===== src/srpt_pkg.sv =====
// Shared types and constants of the SRPT scheduler.
// No dependencies; imported by all but the RAM and macros.
package srpt_pkg;

   localparam int QUEUE_DEPTH_DEFAULT = 128;
   localparam int KEY_W               = 20;
   localparam int TAG_W               = 16;
   localparam int TIME_W              = 32;
   localparam int COUNT_OUT_W         = 8;
   localparam int STATUS_W            = 2;

   localparam logic [KEY_W-1:0] REM_MAX = '1;

   typedef enum logic {
      OP_ARRIVE   = 1'b0,
      OP_COMPLETE = 1'b1
   } opcode_type;

   typedef enum logic [STATUS_W-1:0] {
      STATUS_OK        = 2'd0,
      STATUS_OVERFLOW  = 2'd1,
      STATUS_IDLE_DONE = 2'd2
   } status_type;

   // One queued job: remaining time is the sort key.
   typedef struct packed {
      logic [KEY_W-1:0] key;
      logic [TAG_W-1:0] tag;
   } entry_type;

   // Request from the decision logic to the queue engine.
   typedef struct packed {
      logic      start;
      logic      pop;
      entry_type entry;
   } qcmd_type;

   // Report from the queue engine.
   typedef struct packed {
      logic      done;
      entry_type head;
   } qstat_type;

endpackage


===== src/srpt_ram.sv =====
// Generic simple dual-port RAM: one write port, one registered read port.
// No dependencies.
module srpt_ram #(
   parameter  int WIDTH = 36,
   parameter  int DEPTH = 128,
   localparam int AW    = (DEPTH > 1) ? $clog2(DEPTH) : 1
) (
   input  logic             clock,
   input  logic             wr_en,
   input  logic [AW-1:0]    wr_addr,
   input  logic [WIDTH-1:0] wr_data,
   input  logic             rd_en,
   input  logic [AW-1:0]    rd_addr,
   output logic [WIDTH-1:0] rd_data
);

   logic [WIDTH-1:0] mem_ff [DEPTH];
   logic [WIDTH-1:0] rd_data_ff;

   always_ff @(posedge clock) begin
      if (wr_en) begin
         mem_ff[wr_addr] <= wr_data;
      end
      if (rd_en) begin
         rd_data_ff <= mem_ff[rd_addr];
      end
   end

   assign rd_data = rd_data_ff;

endmodule


===== src/srpt_queue.sv =====
// Sorted wait queue engine: insert and pop sequencer over one RAM.
// Depends on srpt_pkg and srpt_ram.
module srpt_queue import srpt_pkg::*; #(
   parameter  int DEPTH = QUEUE_DEPTH_DEFAULT,
   localparam int IDX_W = (DEPTH > 1) ? $clog2(DEPTH) : 1,
   localparam int CNT_W = $clog2(DEPTH + 1)
) (
   input  logic             clock,
   input  logic             reset,
   input  qcmd_type         cmd,
   output qstat_type        stat,
   output logic [CNT_W-1:0] count
);

   typedef enum logic [7:0] {
      Q_IDLE      = 8'b0000_0001,
      Q_INS_SHIFT = 8'b0000_0010,
      Q_INS_PLACE = 8'b0000_0100,
      Q_POP_RDL   = 8'b0000_1000,
      Q_POP_LAST  = 8'b0001_0000,
      Q_POP_SCAN  = 8'b0010_0000,
      Q_POP_PLACE = 8'b0100_0000,
      Q_SPARE     = 8'b1000_0000
   } qstate_type;

   qstate_type       state_ff, state_in;
   logic [IDX_W-1:0] ptr_ff, ptr_in;
   logic [IDX_W-1:0] n_ff, n_in;
   entry_type        item_ff, item_in;
   entry_type        head_ff, head_in;
   logic [CNT_W-1:0] count_ff, count_in;

   logic             wr_en, rd_en;
   logic [IDX_W-1:0] wr_addr, rd_addr;
   entry_type        wr_data, rd_data;
   logic [$bits(entry_type)-1:0] rd_raw;
   logic             done;

   logic [IDX_W-1:0] ptr_m1, ptr_m2;
   logic [IDX_W:0]   ptr_p2, n_ext;

   assign ptr_m1 = ptr_ff - IDX_W'(1);
   assign ptr_m2 = ptr_m1 - IDX_W'(1);
   assign ptr_p2 = {1'b0, ptr_ff} + (IDX_W + 1)'(2);
   assign n_ext  = {1'b0, n_ff};
   assign rd_data = entry_type'(rd_raw);

   srpt_ram #(
      .WIDTH ($bits(entry_type)),
      .DEPTH (DEPTH)
   ) u_ram (
      .clock   (clock),
      .wr_en   (wr_en),
      .wr_addr (wr_addr),
      .wr_data (wr_data),
      .rd_en   (rd_en),
      .rd_addr (rd_addr),
      .rd_data (rd_raw)
   );

   // Accesses never hit an entry written in the same cycle:
   // reads run two places ahead of the write, and no new command is
   // taken until done.
   always_comb begin
      state_in = state_ff;
      ptr_in   = ptr_ff;
      n_in     = n_ff;
      item_in  = item_ff;
      head_in  = head_ff;
      count_in = count_ff;
      wr_en    = 1'b0;
      wr_addr  = ptr_ff;
      wr_data  = item_ff;
      rd_en    = 1'b0;
      rd_addr  = ptr_ff;
      done     = 1'b0;

      unique case (state_ff)
         Q_IDLE: begin
            if (cmd.start) begin
               if (!cmd.pop) begin
                  item_in  = cmd.entry;
                  count_in = count_ff + CNT_W'(1);
                  ptr_in   = IDX_W'(count_ff);
                  if (count_ff == '0) begin
                     state_in = Q_INS_PLACE;
                  end else begin
                     rd_en    = 1'b1;
                     rd_addr  = IDX_W'(count_ff - CNT_W'(1));
                     state_in = Q_INS_SHIFT;
                  end
               end else begin
                  count_in = count_ff - CNT_W'(1);
                  n_in     = IDX_W'(count_ff - CNT_W'(1));
                  rd_en    = 1'b1;
                  rd_addr  = '0;
                  state_in = Q_POP_RDL;
               end
            end
         end

         // rd_data holds entry ptr-1
         Q_INS_SHIFT: begin
            wr_en = 1'b1;
            if (item_ff.key < rd_data.key) begin
               wr_data = rd_data;
               ptr_in  = ptr_m1;
               if (ptr_m1 == '0) begin
                  state_in = Q_INS_PLACE;
               end else begin
                  rd_en   = 1'b1;
                  rd_addr = ptr_m2;
               end
            end else begin
               done     = 1'b1;
               state_in = Q_IDLE;
            end
         end

         Q_INS_PLACE, Q_POP_PLACE: begin
            wr_en    = 1'b1;
            done     = 1'b1;
            state_in = Q_IDLE;
         end

         // rd_data holds the head
         Q_POP_RDL: begin
            head_in  = rd_data;
            state_in = Q_POP_LAST;
            if (n_ff != '0) begin
               rd_en   = 1'b1;
               rd_addr = n_ff;
            end
         end

         // rd_data holds the tail entry, which refills the front
         Q_POP_LAST: begin
            ptr_in  = '0;
            item_in = rd_data;
            if (n_ff == '0) begin
               done     = 1'b1;
               state_in = Q_IDLE;
            end else if (n_ff == IDX_W'(1)) begin
               wr_en    = 1'b1;
               wr_addr  = '0;
               wr_data  = rd_data;
               done     = 1'b1;
               state_in = Q_IDLE;
            end else begin
               rd_en    = 1'b1;
               rd_addr  = IDX_W'(1);
               state_in = Q_POP_SCAN;
            end
         end

         // rd_data holds entry ptr+1; tail moves back while its key is larger
         Q_POP_SCAN: begin
            wr_en = 1'b1;
            if (item_ff.key > rd_data.key) begin
               wr_data = rd_data;
               ptr_in  = ptr_ff + IDX_W'(1);
               if (ptr_p2 < n_ext) begin
                  rd_en   = 1'b1;
                  rd_addr = ptr_p2[IDX_W-1:0];
               end else begin
                  state_in = Q_POP_PLACE;
               end
            end else begin
               done     = 1'b1;
               state_in = Q_IDLE;
            end
         end

         default: begin
            state_in = Q_IDLE;
         end
      endcase
   end

   always_ff @(posedge clock) begin
      if (reset) begin
         state_ff <= Q_IDLE;
         count_ff <= '0;
      end else begin
         state_ff <= state_in;
         count_ff <= count_in;
      end
      ptr_ff  <= ptr_in;
      n_ff    <= n_in;
      item_ff <= item_in;
      head_ff <= head_in;
   end

   assign stat.done = done;
   assign stat.head = head_ff;
   assign count     = count_ff;

endmodule


===== config.mk =====
export PLATFORM = sky130hd
export DESIGN_NAME = srpt_queue
export DESIGN_NICKNAME = d
export VERILOG_FILES = /design/src/srpt_pkg.sv /design/src/srpt_ram.sv /design/src/srpt_queue.sv
export SDC_FILE = /design/constraint.sdc
export NUM_CORES = 2
export LEC_CHECK = 0
export BUFFER_PORTS_ARGS = -buffer_cell sky130_fd_sc_hd__buf_2
export CAP_MARGIN = 20
export CORE_MARGIN = 2
export CORE_UTILIZATION = 40
export DETAILED_ROUTE_END_ITERATION = 6
export GPL_ROUTABILITY_DRIVEN = 0
export SLEW_MARGIN = 25
export SYNTH_ARGS = -nofsm -noshare
export SYNTH_HDL_FRONTEND = slang
export SYNTH_MEMORY_MAX_BITS = 65536
export SYNTH_SLANG_ARGS = --single-unit

===== constraint.sdc =====
create_clock -name clock -period 23 [get_ports clock]
set_clock_uncertainty 0.2 [all_clocks]
set_input_delay 2.3 -clock clock [delete_from_list [all_inputs] [get_ports clock]]
set_output_delay 2.3 -clock clock [all_outputs]
set_load 0.01 [all_outputs]

==> impl_metrics.json <==
{
  "timing.slew.headroom": 0.1644,
  "finalNetCount": 10790,
  "cts_hold_buf": 0,
  "regToRegSetupSlack_ps": 12760,
  "worst_ep_required_time_ps": 23540,
  "pwr-share-seq": 0.324,
  "clockRootBuffer": "clkbuf_16",
  "grt_pass1_vias": 103800,
  "grt_pass1_wl_mm": 857.1,
  "fmaxAchievable_ghz": 0.09764,
  "slowest_stage": "o31a_2",
  "setup_tns_ps": 0,
  "syn-num-nets": 10420,
  "min_path_type": "reg -> reg",
  "post-route-util": 0.4563,
  "die-area_um2": 469700,
  "pwr-share-clk": 0.241,
  "avgSynthCellArea_um2": 17.95,
  "ir_drop_mv": 0.2441,
  "num_vias": 109300,
  "synth_ff_type": "edfxtp_1",
  "coreArea_um2": 462900,
  "ant_nets": 0,
  "dr.pass1.iters": 7,
  "worst_slew_pin_slew_ps": 1243,
  "drc": 9,
  "crit_top_cell": "buf_4",
  "wl_per_cell_um": 36.48,
  "clock-sinks": 4745,
  "async_reset_ff_frac": 0,
  "initial_core_util": 0.4011,
  "combPwrFrac": 0.434,
  "hpwlAfterDp_mm": 354.9,
  "start_kind": "register",
  "clk_latency_ps": 1060,
  "critPathLaunch": "ptr_ff[1]$_DFFE_PP_",
  "synth_top_family_by_area": "multiplexers",
  "yosysUniqueCellTypes": 90,
  "grt_max_degree": 132,
  "cap_violations": 0,
  "h-tree-depth": 5,
  "finalHoldViolCount": 0,
  "ctsResizeCount": 0,
  "syn_inst": 10350,
  "synth_seq_cells": 4745,
  "p_per_area_nw_per_um2": 147.7,
  "end_kind": "register",
  "clk_path_buf_depth": 4,
  "die_y_um": 685.3,
  "synth_fa_ha_area_frac": 0.002291,
  "yosys_warnings": 0,
  "p_switching_w": 0.01302,
  "worst_hold_slack_ps": 251.7,
  "final_area_um2": 211200,
  "worstPathMaxFanout": 115,
  "r2r-end": "u_ram.rd_data[9]$_DFFE_PP_",
  "fill_cells": 39000,
  "hold_depth": 0,
  "synth_compound_area_frac": 0.05438,
  "drive_gt1_frac": 0.1941,
  "synth_edf_count": 4730,
  "cts_buffers": 459,
  "crit_chain": "clkinv_1 > nor3_1 > nand3_1 > xnor2_1 > ha_1 > nand3_1 > or3_1 > and3_1 > a21oi_2 > a21o_1 > buf_4 > o31a_2 > buf_4 > buf_12 > buf_4 > buf_4 > mux2i_1 > o22ai_1 > o41ai_1 > a21oi_1 > buf_4 > o22ai_1 > mux2i_1",
  "syn_to_final_growth_pct": 13.75,
  "status": "complete, but fails checks",
  "grt_overflow": 0,
  "synthTopCellsByArea": "edfxtp_1 76%, mux4_2 7.8%, mux2i_1 3.1%, nand2_1 2.8%, a21oi_1 1.4%",
  "yosys.area_share.xor_xnor": 0.001321,
  "routed_wl_mm": 631.4,
  "timing_worst_setup_path_type": "reg -> reg",
  "swShare": 0.4174,
  "setup_viol": 0,
  "postCtsSetupRepairBufs": 0,
  "internal-power_w": 0.01818,
  "crit_end": "u_ram.rd_data[9]$_DFFE_PP_",
  "rsz0062_at_grt": "false",
  "reg2regPathDepth": 23,
  "synth_area_um2": 185700,
  "layout_common_cells": "4730 x edfxtp_1, 1358 x nand2_1, 645 x mux4_2, 572 x mux2i_1, 524 x a21oi_1",
  "via_per_inst": 6.316,
  "grt_use_total": 0.2616,
  "r2r_start": "ptr_ff[1]$_DFFE_PP_",
  "seq_area_frac_synth": 0.7665,
  "finalMaxSlewViolations": 0,
  "p_leak_nw": 67.16,
  "layout_commonest_cell": "edfxtp_1",
  "clkTransAtPathRegs_ps": 60,
  "synth.area.mux_share": 0.1099,
  "io_pins": 85,
  "crit_arrival_ps": 10780,
  "fin_crit_sh": 0.4453,
  "numPortBuffers": 84,
  "synth-simple-area-share": 0.04677,
  "pre_cts_slack_ps": 13010,
  "layout_setup_ws_ps": 12760,
  "dr.first_iter.drc_count": 18590,
  "synth_top_area_frac": 0.7649,
  "crit_path_max_incr_delay_ps": 840,
  "antenna_found_initial": 61,
  "cts_tree": "built",
  "synth_area_leader_cell": "edfxtp_1",
  "rows": 250,
  "violations": "design-rule violations",
  "die_w_um": 685.3,
  "min_period_ps": 10240,
  "dpl_cell_area_um2": 196200
}
==> final cells by class <==
class | count | area (um^2) | area share
multi-input cells | 4928 | 41880 | 0.1983
clock inverters | 298 | 2868 | 0.01358
well taps | 6174 | 7725 | 0.03657
diodes | 24 | 60.06 | 0.0002843
repair buffers | 540 | 4223 | 0.01999
inverters | 41 | 153.9 | 0.0007286
clock buffers | 555 | 11970 | 0.05669
flip-flops and latches | 4745 | 142300 | 0.6739
==> kinds of logic (layout without fill, tap and decap cells) <==
family	after synthesis	after routing
XOR/XNOR	28	28
AND/OR/NAND/NOR	2066	2066
AO/OA/AOI/OAI	1569	1569
flip-flops	4745	4745
other	0	24
adder cells (fa/ha/maj)	34	34
buffers and inverters	674	1434
multiplexers	1231	1231
==> flip-flops by register name, indices dropped and copies added (netlist names) <==
register	count
count	8
u_ram.mem_ff	4608
u_ram.rd_data	36
ptr_ff	7
stat	36
item_ff	36
state_ff	7
n_ff	7
==> power by group through the flow <==
stage                     Sequential, W  Combinational [W]  Clock [W]
after floorplan                  0.0103            0.00739          0
after global placement           0.0103             0.0129          0
after detailed placement         0.0103             0.0131          0
after CTS                        0.0101             0.0132    0.00758
after global routing             0.0101             0.0138    0.00790
final                            0.0101             0.0136    0.00753
==> cells in the mapped netlist, drive strengths merged (18+ instances only) <==
master / number
nand4: 37
a221o: 23
nand2: 1372
o221ai: 54
inv: 39
clkbuf: 211
o22ai: 246
a22oi: 61
edfxtp: 4730
a31oi: 104
a32oi: 18
buf: 422
mux2i: 573
nor3: 59
or3: 23
mux4: 645
nand3: 171
nor4: 97
o21ai: 188
nor2: 241
or4: 19
xnor2: 18
a221oi: 65
a211oi: 41
o31ai: 36
a21oi: 535
ha: 34
o41ai: 29
==> critical path: cells and delay by family (launching register included) <==
| kind | cells | cell delay [ps] |
|---|---|---|
| simple gates | 5 | 1430 |
| flops | 1 | 770 |
| buf+inv | 7 | 3530 |
| mux | 2 | 430 |
| fa+ha+maj | 1 | 230 |
| compound gates | 7 | 2550 |
| xor+xnor | 1 | 400 |
==> worst min path at each step <==
stage	startpoint	slack, ps	end
floorplan	u_ram.rd_data[17]$_DFFE_PP_	230	stat[17]$_DFFE_PP_
detailed placement	u_ram.rd_data[31]$_DFFE_PP_	240	stat[31]$_DFFE_PP_
CTS	u_ram.rd_data[35]$_DFFE_PP_	230	stat[35]$_DFFE_PP_
finish	u_ram.rd_data[35]$_DFFE_PP_	250	stat[35]$_DFFE_PP_
global route	u_ram.rd_data[35]$_DFFE_PP_	270	stat[35]$_DFFE_PP_
global placement	u_ram.rd_data[31]$_DFFE_PP_	240	stat[31]$_DFFE_PP_
==> routing by layer <==
metal	track usage	vias up	share of wire	routed length, um
met5	0	-	0.00032	202
met4	0.1443	30	0.065	41050
met3	0.06131	1383	0.13	81950
met2	0.3966	8138	0.44	280700
met1	0.3498	57320	0.36	227500
li1	-	42430	-	-
==> metrics by stage <==
stage | instances | total power [W]
2_1_floorplan | 10350 | 0.01769
3_3_place_gp | 16400 | 0.02320
3_5_place_dp | 16420 | 0.02344
4_1_cts | 17280 | 0.03087
5_1_grt | 17290 | 0.03182
6_report | 17310 | 0.03120
Power figures use the tool's default switching activity.
